==> config.mk <==
export PLATFORM = sky130hd
export DESIGN_NAME = swtm_div
export DESIGN_NICKNAME = d
export VERILOG_FILES = /design/src/design/sliding_window_trimmed_mean_top_macros.svh /design/src/design/swtm_pkg.sv /design/src/design/swtm_div.sv
export SDC_FILE = /design/constraint.sdc
export NUM_CORES = 1
export LEC_CHECK = 0
export ABC_AREA = 1
export BUFFER_PORTS_ARGS = -buffer_cell sky130_fd_sc_hd__buf_2
export CAP_MARGIN = 20
export CORE_MARGIN = 1.5
export CORE_UTILIZATION = 38
export DETAILED_ROUTE_END_ITERATION = 10
export GPL_ROUTABILITY_DRIVEN = 0
export HOLD_SLACK_MARGIN = 0.02
export PLACE_DENSITY = 0.57
export SLEW_MARGIN = 10
export SYNTH_ARGS = -nofsm -noshare
export SYNTH_HDL_FRONTEND = slang
export SYNTH_SLANG_ARGS = --single-unit
==> constraint.sdc <==
create_clock -name clk -period 2.6 [get_ports clk]
set_clock_uncertainty 0.05 [all_clocks]
set_input_delay 0.26 -clock clk [delete_from_list [all_inputs] [get_ports clk]]
set_output_delay 0.26 -clock clk [all_outputs]
set_load 0.01 [all_outputs]
==> src/design/sliding_window_trimmed_mean_top_macros.svh <==
// Assertion macros shared by the sliding window trimmed mean design.
`ifndef SLIDING_WINDOW_TRIMMED_MEAN_TOP_MACROS_SVH
`define SLIDING_WINDOW_TRIMMED_MEAN_TOP_MACROS_SVH

// Combinational or implication check, sampled on clk, off in reset.
`define SWTM_ASSERT(lbl, prop) \
  lbl: assert property (@(posedge clk) disable iff (!rst_n) (prop)) \
    else $error("assertion failed");

// Condition in one cycle implies a result in the next.
`define SWTM_ASSERT_NEXT(lbl, cond, res) \
  lbl: assert property (@(posedge clk) disable iff (!rst_n) (cond) |=> (res)) \
    else $error("assertion failed");

`endif

==> src/design/swtm_pkg.sv <==
// Package: widths, codes and types of the sliding window trimmed mean block.
`timescale 1ns / 1ps
package swtm_pkg;
  localparam int MAX_WINDOW  = 1024;
  localparam int IDX_W       = $clog2(MAX_WINDOW);
  localparam int CNT_W       = IDX_W + 1;
  localparam int SAMPLE_BITS = 16;
  localparam int SUM_W       = SAMPLE_BITS + IDX_W;
  localparam int LEN_W       = 11;
  localparam int TRIM_W      = 9;
  localparam int CFG_W       = 11;
  localparam int CFG_IDX_W   = 2;
  localparam int DIV_CNT_W   = $clog2(SUM_W);

  localparam logic [CFG_IDX_W-1:0] REG_WINDOW_LEN = 2'd0;
  localparam logic [CFG_IDX_W-1:0] REG_TRIM_COUNT = 2'd1;

  typedef enum logic [8:0] {
    ST_IDLE  = 9'b000000001,
    ST_AWT   = 9'b000000010,
    ST_SRD   = 9'b000000100,
    ST_SWT   = 9'b000001000,
    ST_SINS  = 9'b000010000,
    ST_STAIL = 9'b000100000,
    ST_FIN   = 9'b001000000,
    ST_DIV   = 9'b010000000,
    ST_DONE  = 9'b100000000
  } state_t;

  typedef struct packed {
    logic busy;
    logic done;
  } div_sts_t;
endpackage

==> src/design/swtm_div.sv <==
// Restoring divider: one quotient bit per cycle.
`timescale 1ns / 1ps
module swtm_div
  import swtm_pkg::*;
(
  input  logic             clk,
  input  logic             rst_n,
  input  logic             start,
  input  logic [SUM_W-1:0] dividend,
  input  logic [LEN_W-1:0] divisor,
  output logic [SUM_W-1:0] quotient,
  output div_sts_t         sts
);
  logic [SUM_W-1:0]     q_r, q_nxt;
  logic [LEN_W-1:0]     rem_r, rem_nxt, dvs_r;
  logic [DIV_CNT_W-1:0] cnt_r, cnt_nxt;
  logic                 busy_r, busy_nxt, done_r, done_nxt;
  logic [LEN_W:0]       trial;

  assign trial = {rem_r, q_r[SUM_W-1]};

  // one shift-subtract step
  always_comb begin
    q_nxt    = q_r;
    rem_nxt  = rem_r;
    cnt_nxt  = cnt_r;
    busy_nxt = busy_r;
    done_nxt = 1'b0;
    if (start) begin
      q_nxt    = dividend;
      rem_nxt  = '0;
      cnt_nxt  = '0;
      busy_nxt = 1'b1;
    end else if (busy_r) begin
      if (trial >= {1'b0, dvs_r}) begin
        rem_nxt = LEN_W'(trial - {1'b0, dvs_r});
        q_nxt   = {q_r[SUM_W-2:0], 1'b1};
      end else begin
        rem_nxt = trial[LEN_W-1:0];
        q_nxt   = {q_r[SUM_W-2:0], 1'b0};
      end
      cnt_nxt = cnt_r + 1'b1;
      if (cnt_r == DIV_CNT_W'(SUM_W - 1)) begin
        busy_nxt = 1'b0;
        done_nxt = 1'b1;
      end
    end
  end

  always_ff @(posedge clk) begin
    if (!rst_n) begin
      busy_r <= 1'b0;
      done_r <= 1'b0;
      cnt_r  <= '0;
    end else begin
      busy_r <= busy_nxt;
      done_r <= done_nxt;
      cnt_r  <= cnt_nxt;
    end
    q_r   <= q_nxt;
    rem_r <= rem_nxt;
    if (start) begin
      dvs_r <= divisor;
    end
  end

  assign quotient = q_r;
  assign sts      = '{busy: busy_r, done: done_r};
endmodule

# Word level (Yosys, flattened, before mapping)
# Index checks and enable logic that the tools add are counted.
# totals
mem_bits_ro	0
ram_bits	0
memories	0
regBits	55
latchBits	0
wordCells	23
# op_classes
eq_ne	1
reduce_logical	3
bitwise_logic	2
div	0
muxes	8
multipliers	0
order_cmp	1
n_addsub	2
shift	0
# ops
operator	n
two-way mux 26 bit	2
>= comparator 12 x 11 -> 1 bit	1
two-way mux 11 bit	1
subtractor 11 bit	1
adder 5 x 1 -> 5 bit (second input constant)	1
equality test 5 bit (second input constant)	1
two-way mux 1 bit	5
OR reduction 3 bit	1
inverter 1 bit	2
nonzero test 2 bit	1
OR reduction 2 bit	1

# Depth between registers and ports, before layout
# Gate-level depths: netlist of the first run.
# depth
depth_word	4
ltp_mapped	12
mapped_depth_nobuf	12

# Least setup slack after synthesis of the first run
# Ideal clock, no wire load.
# synth_path
path_kind	flip-flop to flip-flop
from	register q_r[25] (netlist: quotient[25])
to	register rem_r[6]
setup_time_ns	0.113
stages_incl_launch_ff	13
path_buffers	1
synth_period_minus_slack_ns	1.908
required_time_ns	2.437
arrival_time_ns	1.745
slack_ns	0.692
path_cell_list	edfxtp_1 inv_1 ha_1 fa_1 inv_1 nand3_1 nand3_2 nand2_2 nand4_4 buf_12 nand3_2 nand3_1 nand2_1
# synth_via
elab_chain_len	2
word_cells_on_any_way	3
# synth_rtl
item	line	text
start, declared	swtm_div.sv:14	logic [SUM_W-1:0] q_r, q_nxt;
start signal, assigned	swtm_div.sv:60	q_r <= q_nxt;
subtractor 11 bit or >= comparator 12 x 11 -> 1 bit (tied branches)	swtm_div.sv:36, swtm_div.sv:35	
two-way mux 11 bit *	swtm_div.sv:35	if (trial >= {1'b0, dvs_r}) begin
end signal, assigned	swtm_div.sv:61	rem_r <= rem_nxt;
end, declared	swtm_div.sv:15	logic [LEN_W-1:0] rem_r, rem_nxt, dvs_r;
# Mark *: on every way between the ends. The rest lies on a longest branch, timed or not.
# A chain may end at the register's enable or synchronous reset.

# Worst setup path in the final report of the first run
# layout_path
from	register q_r[25] (netlist: quotient[25])
to	register q_r[0] (netlist: quotient[0]), data pin
# layout_via
elab_chain_len	4
# layout_rtl
item	line	text
>= comparator 12 x 11 -> 1 bit	swtm_div.sv:35	
two-way mux 1 bit	swtm_div.sv:35	
two-way mux 26 bit	swtm_div.sv:34	end else if (busy_r) begin
two-way mux 26 bit	swtm_div.sv:29	if (start) begin
net q_nxt[0]	swtm_div.sv:14	
# The timed path passes the listed nets, and every way through them passes these cells. The select of a mux whose other input is x is not followed.

==> results of run 1 <==
[final cells by class]
class	instances	area [um^2]	area share (%)
inverters	52	195	5.50
clock inverters	2	7.51	0.212
flip-flops and latches	55	1470	41.5
multi-input cells	254	1310	36.8
well taps	102	128	3.60
repair buffers	71	365	10.3
clock buffers	6	72.6	2.05
[flip-flops by register name (all words and copies together), names as in the netlist]
| signal | flops |
|---|---|
| quotient | 26 |
| rem_r | 11 |
| busy_r | 1 |
| dvs_r | 11 |
| done_r | 1 |
| cnt_r | 5 |
[cell families (layout without fill, tap and decap cells)]
logic type      Yosys count  in the layout  synth area share [%]
xor+xnor                  3              3                 0.858
buf+inv                  66            131                  9.31
simple gates            229            229                  34.2
fa+ha+maj                14             14                  5.96
flops                    55             55                  48.0
compound gates            8              8                  1.59
[synth_stat cells, drive strengths merged]
cell	number	area, um^2
xor2	1	8.76
and2	1	8.76
a21oi	6	33.8
dfxtp	18	360
a211oi	1	7.51
inv	51	191
nor3	4	20.0
o211ai	1	7.51
nand4	16	115
nand2	157	619
xnor2	2	17.5
nor3b	2	15.0
and3	1	6.26
nand3	31	185
or2	1	6.26
ha	13	163
nor2	16	72.6
clkinv	1	3.75
buf	8	67.6
fa	1	20.0
clkbuf	6	22.5
edfxtp	37	1110
[power groups by stage]
stage | combinational (uW) | sequential [uW] | clock (uW)
floorplan | 161 | 1070 | 0
global placement | 295 | 1060 | 0
detailed placement | 296 | 1060 | 0
CTS | 297 | 1040 | 468
global route | 333 | 1050 | 494
finish | 294 | 1040 | 452
[routing by layer]
metal  track usage, %  vias up
li1                 -     1324
met1             22.5     1161
met2             25.2       73
met3             4.02        9
met4             5.43        0
met5                0        -
[final timing paths]
| check | startpoint | end | slack (ns) | depth (start not counted) |
|---|---|---|---|---|
| worst min register to register | rem_r[10]$_SDFFE_PP0P_ | rem_r[10]$_SDFFE_PP0P_ | 0.43 | 2 |
| worst max-delay path | quotient[25]$_DFFE_PP_ | quotient[0]$_DFFE_PP_ | 0.39 | 10 |
| worst min-delay path | divisor[3] | dvs_r[3]$_DFFE_PP_ | 0.08 | 1 |
| worst max register to register | quotient[25]$_DFFE_PP_ | quotient[0]$_DFFE_PP_ | 0.39 | 10 |
[cells in the final DEF, fill, tap and decap left out, types with 6 or more instances in the layout]
cell type,synthesis,final
buf_2,2,67
ha_1,13,13
edfxtp_1,37,37
nand3_1,25,25
nand2_2,12,12
nand2_1,145,145
inv_1,49,49
nand3_2,6,6
nor2_1,13,13
dfxtp_1,18,18
nand4_1,15,15
[per-stage QoR]
step | area [um^2] | hold slack, ns | instances | utilization [%]
final | 3550 | 0.0761 | 542 | 45.7
after global routing | 3550 | 0.0634 | 542 | 45.7
after CTS | 3550 | 0.0673 | 542 | 45.7
after detailed placement | 3470 | 0.390 | 534 | 44.6
after global placement | 3470 | 0.386 | 534 | 44.6
after floorplan | 3060 | 0.309 | 375 | -
==> impl_metrics.yaml, run 1 <==
finish:
  syn_to_final_growth_pct: 15.8
  fillCellCount: 793
  nets: 493
  diodes: 0
  drive_gt1_share_pct: 23.2
clock_network:
  root_buffer: "clkbuf_8"
  post_cts_buffers: 0
  worstSkewPairLatency_ns: 0.30
  cts_buffers: 5
  clockBufferDepth: 2
  cts_htree_levels: 2
  ctsResizeCount: 0
  hold_buffers: 0
  cts_tree: "done"
  cts_sinks: 55
  cts.clk_slew.worst_paths_ns: 0.09
global_routing:
  grt_first_pass_wirelength_mm: 11.2
  grt_max_degree: 36
  grt_usage_pct: 16.4
  gr-total-overflow: 0
  first_global_vias: 2400
  antenna_found_initial: 0
detailed_routing:
  met1_length_mm: 3.03
  wl_met2_mm: 3.00
  routed.top_layer: "met4"
  drt-initial-drc-count: 112
  drt_wl_total_mm: 6.58
  wl_met3_um: 453
  vias: 2567
  postRouteAntennaNets: 0
  firstDrtPassIters: 4
  wl_per_cell_um: 12.1
  viasPerCell: 4.74
  drc: 0
sta:
  max_freq_mhz: 453
  setup_viol: 0
  tightest_slew_ns: 0.776
  setup_tns_ns: 0
  period_share_pct: 84.9
  drv_slew: 0
  rsz0062_at_grt: "false"
  period_minus_slack_ns: 2.21
  maxSlewHeadroom_pct: 48.0
  hold_viol_final: 0
  worst_slack_ns: 0.393
pwr:
  netSwitchingPower_uw: 479
  p_leak_uw: 0.00180
  intPower_uw: 1300
  pwr-share-clk_pct: 25.3
  powerDensity_mw_per_mm2: 503
  comb_power_share_pct: 16.5
  power_uw: 1780
  peakVddDrop_mv: 0.276
  seqPwrFrac_pct: 58.2
  swShare_pct: 26.9
worst_setup_path:
  crit_family: "simple AND/OR/NAND/NOR gates"
  crit_path_top_delay_cell: "edfxtp_1"
  cp-start-kind: "register"
  path_cells: "inv_1, ha_1, fa_1, inv_1, nand3_1, nand3_2, nand2_2, nand4_4, nand2_1, nand2_1"
  cp_max_fo: 12
  critical_path_required_ns: 2.61
  slowest_delay_ns: 0.39
  arrival_ns: 2.22
  path_buf_inv: 2
  end_kind: "register"
  criticalPathCategory: "register to register"
place:
  pre_cts_ws_ns: 0.423
  hpwlAfterDp_mm: 4.94
  port_buffers: 67
status:
  status: "complete, no violations"
logic_synthesis:
  avgSynthCellArea_um2: 8.17
  seq_area_frac_synth_pct: 48.0
  yosys_warnings: 0
  synthDistinctLibCells: 33
  ys_ff_latch: 55
  synthCells: 375
  synth_nets: 429
  synth_area_mm2: 0.00306
floorplanning:
  start_util_pct: 39.4
  rows: 32
  io_pins: 68
  core_area_mm2: 0.00777
  dieHeight_um: 92.8
  dieArea_mm2: 0.00861
  die_w_um: 92.8
run:
  maxCapViolCount: 0
hold_path:
  min_path_type: "input pin to register"
Power figures use the tool's default switching activity.
==> inputs of run 2 (changes only) <==
- PLACE_DENSITY: 0.57 -> 0.6
- clock period: 2.6 -> 1.9 ns (I/O delays scaled with it)
==> run 2 against run 1 <==
Against the previous run: die area is the same; design area grew 8.0%; critical path type unchanged; largest power group unchanged; combinational power increased by 49%; hold slack gained 0.0027 ns.
==> impl_metrics.yaml, run 2 (same netlist as run 1, synthesis figures left out) <==
detailed_routing:
  drt_wl_total_mm: 6.69
  drc: 0
  drt-initial-drc-count: 153
  vias: 2584
  postRouteAntennaNets: 0
  firstDrtPassIters: 5
  wl_per_cell_um: 11.9
  viasPerCell: 4.61
global_routing:
  grt_first_pass_wirelength_mm: 11.4
  grt_max_degree: 35
  grt_usage_pct: 16.6
  gr-total-overflow: 0
  antenna_found_initial: 0
  first_global_vias: 2529
status:
  status: "complete, no violations"
finish:
  drive_gt1_share_pct: 27.3
  largest_reg_flops: 26
  final_common_cell: "nand2_1"
  final_cell_mix: "nand2_1 (143), buf_2 (67), inv_1 (48), edfxtp_1 (37), dfxtp_1 (18)"
  syn_to_final_growth_pct: 25.1
  nets: 511
  fillCellCount: 779
  diodes: 0
  fin_util_pct: 49.3
clock_network:
  cts_sinks: 55
  clockBufferDepth: 2
  worstSkewPairLatency_ns: 0.30
  cts_tree: "done"
  cts_htree_levels: 2
  root_buffer: "clkbuf_8"
  cts_buffers: 5
  cts.clk_slew.worst_paths_ns: 0.10
sta:
  period_minus_slack_ns: 1.88
  setup_tns_ns: 0
  worst_slack_ns: 0.0220
  rsz0062_at_grt: "true"
  max_freq_mhz: 532
  period_share_pct: 98.8
  setup_viol: 0
  maxSlewHeadroom_pct: 66.2
  hold_slack_ns: 0.0789
  hold_viol_final: 0
  tightest_slew_ns: 0.507
  drv_slew: 0
worst_setup_path:
  arrival_ns: 2.03
  slowest_delay_ns: 0.41
  crit_family: "adder cells"
  criticalPathCategory: "register to register"
  path_buf_inv: 2
  cp_max_fo: 5
  critical_path_cell_count: 11
  end_kind: "register"
  cp-start-kind: "register"
  crit_path_top_delay_cell: "fa_2"
  critical_path_required_ns: 2.06
  r2r_setup_slack_ns: 0.02
  path_cells: "ha_2, fa_2, inv_2, nand3_2, nand3_2, nand2_2, nand4_4, buf_12, nand2_2, nand3_1, nand2_1"
  r2r_cells: 11
hold_path:
  min_path_type: "input pin to register"
  min_path_cells: 3
floorplanning:
  start_util_pct: 39.4
  die_w_um: 92.8
  rows: 32
  core_area_mm2: 0.00777
  io_pins: 68
  dieHeight_um: 92.8
  dieArea_mm2: 0.00861
place:
  hpwlAfterDp_mm: 4.90
  port_buffers: 67
  pre_cts_ws_ns: 0.0530
pwr:
  peakVddDrop_mv: 0.462
  p_leak_uw: 0.00190
  powerDensity_mw_per_mm2: 674
run:
  maxCapViolCount: 0
[run 2: cell types whose count changed in the layout (fill, tap and decap cells not counted), sizes merged]
cell / change
dlygate4sd3: +11
buf: +7
clkinv: -2
clkbuf: +1
clkinvlp: +1
[run 2: timing repair]
item                                    CTS  global route
gates resized for setup                   0            14
endpoints found under the setup margin    0            37
endpoints found under the hold margin    11             0
hold buffers                             11             0
setup buffers                             0             1
[run 2: worst paths after layout]
check / from / to
worst max-delay path: dvs_r[0]$_DFFE_PP_ / rem_r[2]$_SDFFE_PP0P_
worst min-delay path: rst_n / busy_r$_SDFF_PN0_
worst max register to register: dvs_r[0]$_DFFE_PP_ / rem_r[2]$_SDFFE_PP0P_
worst min register to register: rem_r[7]$_SDFFE_PP0P_ / rem_r[7]$_SDFFE_PP0P_
[run 2: area by class of cell]
type / count / area [um^2] / area share (%)
Sequential cell: 55 / 1470 / 38.4
Multi-Input combinational cell: 254 / 1370 / 35.7
Timing Repair Buffer: 89 / 566 / 14.8
Inverter: 52 / 195 / 5.09
Tap cell: 102 / 128 / 3.33
Clock buffer: 7 / 97.6 / 2.55
Clock inverter: 1 / 7.51 / 0.196
[run 2: where the power goes]
group / leakage (uW) / internal, uW / total [uW] / switching, uW
clock: 0.0000496 / 341 / 720 / 379
sequential: 0.000521 / 1380 / 1420 / 45.5
combinational: 0.00133 / 184 / 439 / 254
[run 2: tightest hold or removal path, delay by kind of cell]
kind                   cells  cell delay, ns
buffers and inverters      2            0.14
AO/OA/AOI/OAI              1            0.08
[run 2: stage by stage]
stage                     cells  instance area, um^2  power (uW)
after CTS                   559                 3770        2590
after floorplan             375                 3070        1690
after detailed placement    540                 3550        1860
final                       560                 3830        2580
after global placement      540                 3550        1860
after global routing        560                 3830        2720
[run 2: metal layers]
metal / track usage [%] / wire (um)
met4: 4.80 / 85
met5: 0 / 0
met3: 3.61 / 338
met2: 25.2 / 2990
met1: 23.5 / 3270
==> inputs of run 3 (changes only) <==
- CELL_PAD_IN_SITES_DETAIL_PLACEMENT: default -> 0
- CELL_PAD_IN_SITES_GLOBAL_PLACEMENT: default -> 2
- CORE_UTILIZATION: 38 -> 28
- PLACE_DENSITY: 0.6 -> 0.73
==> run 3 against run 2 <==
Against the previous run: combinational power increased by 5.0%; largest cell class unchanged; via count increased by 1.4%; critical path depth unchanged; the flow now finishes with violations (negative setup slack); highest routed layer unchanged; cell count increased by 7.9%; power decreased by 0.30%; sequential power about the same; setup slack got worse by 0.024 ns; sequential share of layout area decreased by 0.74 points.
==> impl_metrics.yaml, run 3 (same netlist as run 1, synthesis figures left out) <==
sta:
  period_minus_slack_ns: 1.90
  rsz0062_at_grt: "true"
  period_share_pct: 100
  max_freq_mhz: 526
  worst_slack_ns: -0.00240
  hold_slack_ns: 0.0582
  hold_viol_final: 0
  maxSlewHeadroom_pct: 74.2
  setup_viol: 1
  tightest_slew_ns: 0.387
  drv_slew: 0
worst_setup_path:
  cp_max_fo: 6
  criticalPathCategory: "register to register"
  path_buf_inv: 2
  timing.critical_path.mode_cell: "nand3_2"
  r2r_cells: 11
  r2r_setup_slack_ns: -0.002
  arrival_ns: 2.07
  reg2reg_to: "rem_r[8]$_SDFFE_PP0P_"
  rr_startpoint: "dvs_r[0]$_DFFE_PP_"
  path_cells: "ha_4, fa_2, inv_2, nand3_2, nand3_2, nand2_2, nand4_4, buf_12, nand3_2, nand3_1, nand2_1"
  critical_path_required_ns: 2.07
  cp-start-kind: "register"
  crit_family: "adder cells"
  slowest_delay_ns: 0.44
  end_kind: "register"
  crit_path_top_delay_cell: "edfxtp_1"
place:
  hpwlAfterDp_mm: 5.48
  port_buffers: 67
  placed_area_mm2: 0.00360
clock_network:
  cts_sinks: 55
  clockBufferDepth: 2
  cts_htree_levels: 2
  cts.clk_slew.worst_paths_ns: 0.11
  cts_buffers: 5
  cts_tree: "done"
  root_buffer: "clkbuf_8"
  worstSkewPairLatency_ns: 0.32
finish:
  diodes: 0
  final_common_cell: "nand2_1"
  fillCellCount: 1157
  largest_reg_flops: 26
  drive_gt1_share_pct: 28.0
  stdcell_area_mm2: 0.00391
  syn_to_final_growth_pct: 27.5
  nets: 517
  final_cell_mix: "nand2_1 (145), buf_2 (67), inv_1 (47), edfxtp_1 (37), nand3_1 (20)"
status:
  violations: "negative setup slack"
  status: "finished with violations"
pwr:
  peakVddDrop_mv: 0.301
  p_leak_uw: 0.00192
  powerDensity_mw_per_mm2: 659
detailed_routing:
  drt-initial-drc-count: 78
  viasPerCell: 4.34
  drt_wl_total_mm: 7.82
  drc: 0
  firstDrtPassIters: 4
  postRouteAntennaNets: 0
  vias: 2619
  wl_per_cell_um: 12.9
global_routing:
  grt_max_degree: 35
  antenna_found_initial: 0
  grt_first_pass_wirelength_mm: 13.0
  gr-total-overflow: 0
  first_global_vias: 2669
  grt_usage_pct: 14.4
floorplanning:
  dieHeight_um: 108
  core_area_mm2: 0.0107
  die_w_um: 108
  start_util_pct: 28.5
  dieArea_mm2: 0.0116
  io_pins: 68
  rows: 38
hold_path:
  min_path_cells: 3
  min_path_type: "input pin to register"
  hold_path_end: "busy_r$_SDFF_PN0_"
  worstHoldStart: "rst_n"
run:
  maxCapViolCount: 0
[run 3: changes by cell type in the layout (fill, tap and decap cells not counted), sizes merged]
cell,before,now
clkinvlp,1,0
clkinv,1,2
clkbuf,7,5
and2,1,2
buf,78,83
inv,51,53
[run 3: how the worst max path moves through the flow]
stage / to / from / depth (start not counted)
after floorplan: quotient[0]$_DFFE_PP_ / quotient[25]$_DFFE_PP_ / 11
after global placement: rem_r[2]$_SDFFE_PP0P_ / quotient[25]$_DFFE_PP_ / 12
after detailed placement: rem_r[2]$_SDFFE_PP0P_ / quotient[25]$_DFFE_PP_ / 12
after CTS: rem_r[8]$_SDFFE_PP0P_ / quotient[25]$_DFFE_PP_ / 12
after global routing: rem_r[6]$_SDFFE_PP0P_ / dvs_r[0]$_DFFE_PP_ / 11
final: rem_r[8]$_SDFFE_PP0P_ / dvs_r[0]$_DFFE_PP_ / 11
[run 3: through the flow]
step | instances | setup TNS [ns] | power [uW] | setup slack, ns | util, %
3_5_place_dp | 581 | -0.0158 | 1870 | -0.0106 | 33.5
6_report | 604 | -0.00240 | 2570 | -0.00240 | 36.4
3_3_place_gp | 581 | 0 | 1870 | 0.0443 | 33.5
4_1_cts | 601 | 0 | 2600 | 0.00243 | 35.5
2_1_floorplan | 375 | 0 | 1690 | 0.0256 | -
5_1_grt | 604 | -0.985 | 2730 | -0.111 | 36.4
[run 3: report_power, final]
group          internal, uW  switching (uW)
Clock                   268             422
Combinational           198             263
Sequential             1380            45.3
[run 3: worst register-to-register path, stage by stage (launching register included)]
cell,delay (ns)
edfxtp_1,0.44
ha_4,0.19
fa_2,0.39
inv_2,0.07
nand3_2,0.06
nand3_2,0.08
nand2_2,0.07
nand4_4,0.13
buf_12,0.14
nand3_2,0.06
nand3_1,0.07
nand2_1,0.05
[run 3: cell type report]
| cell class | instances | area [um^2] | area share (%) |
|---|---|---|---|
| clock buffers | 5 | 68.8 | 1.76 |
| well taps | 140 | 175 | 4.48 |
| flip-flops and latches | 55 | 1470 | 37.7 |
| inverters | 52 | 195 | 5.00 |
| multi-input cells | 255 | 1390 | 35.6 |
| repair buffers | 94 | 582 | 14.9 |
| clock inverters | 3 | 22.5 | 0.577 |
[run 3: repair_timing]
item                                    CTS  global route
pin swaps                                 0             5
endpoints found under the hold margin    11             0
cloned                                    0             1
hold buffers                             11             0
setup buffers                             1             2
endpoints found under the setup margin    8            12
resized for setup                         2            15
[run 3: per-layer routing]
metal | share of wire [%] | GRT usage [%] | up-vias
li1 | - | - | 1375
met1 | 46 | 18.1 | 1171
met2 | 46 | 23.4 | 67
met3 | 6.9 | 4.90 | 6
met4 | 1.0 | 4.14 | 0
met5 | 0 | 0 | -
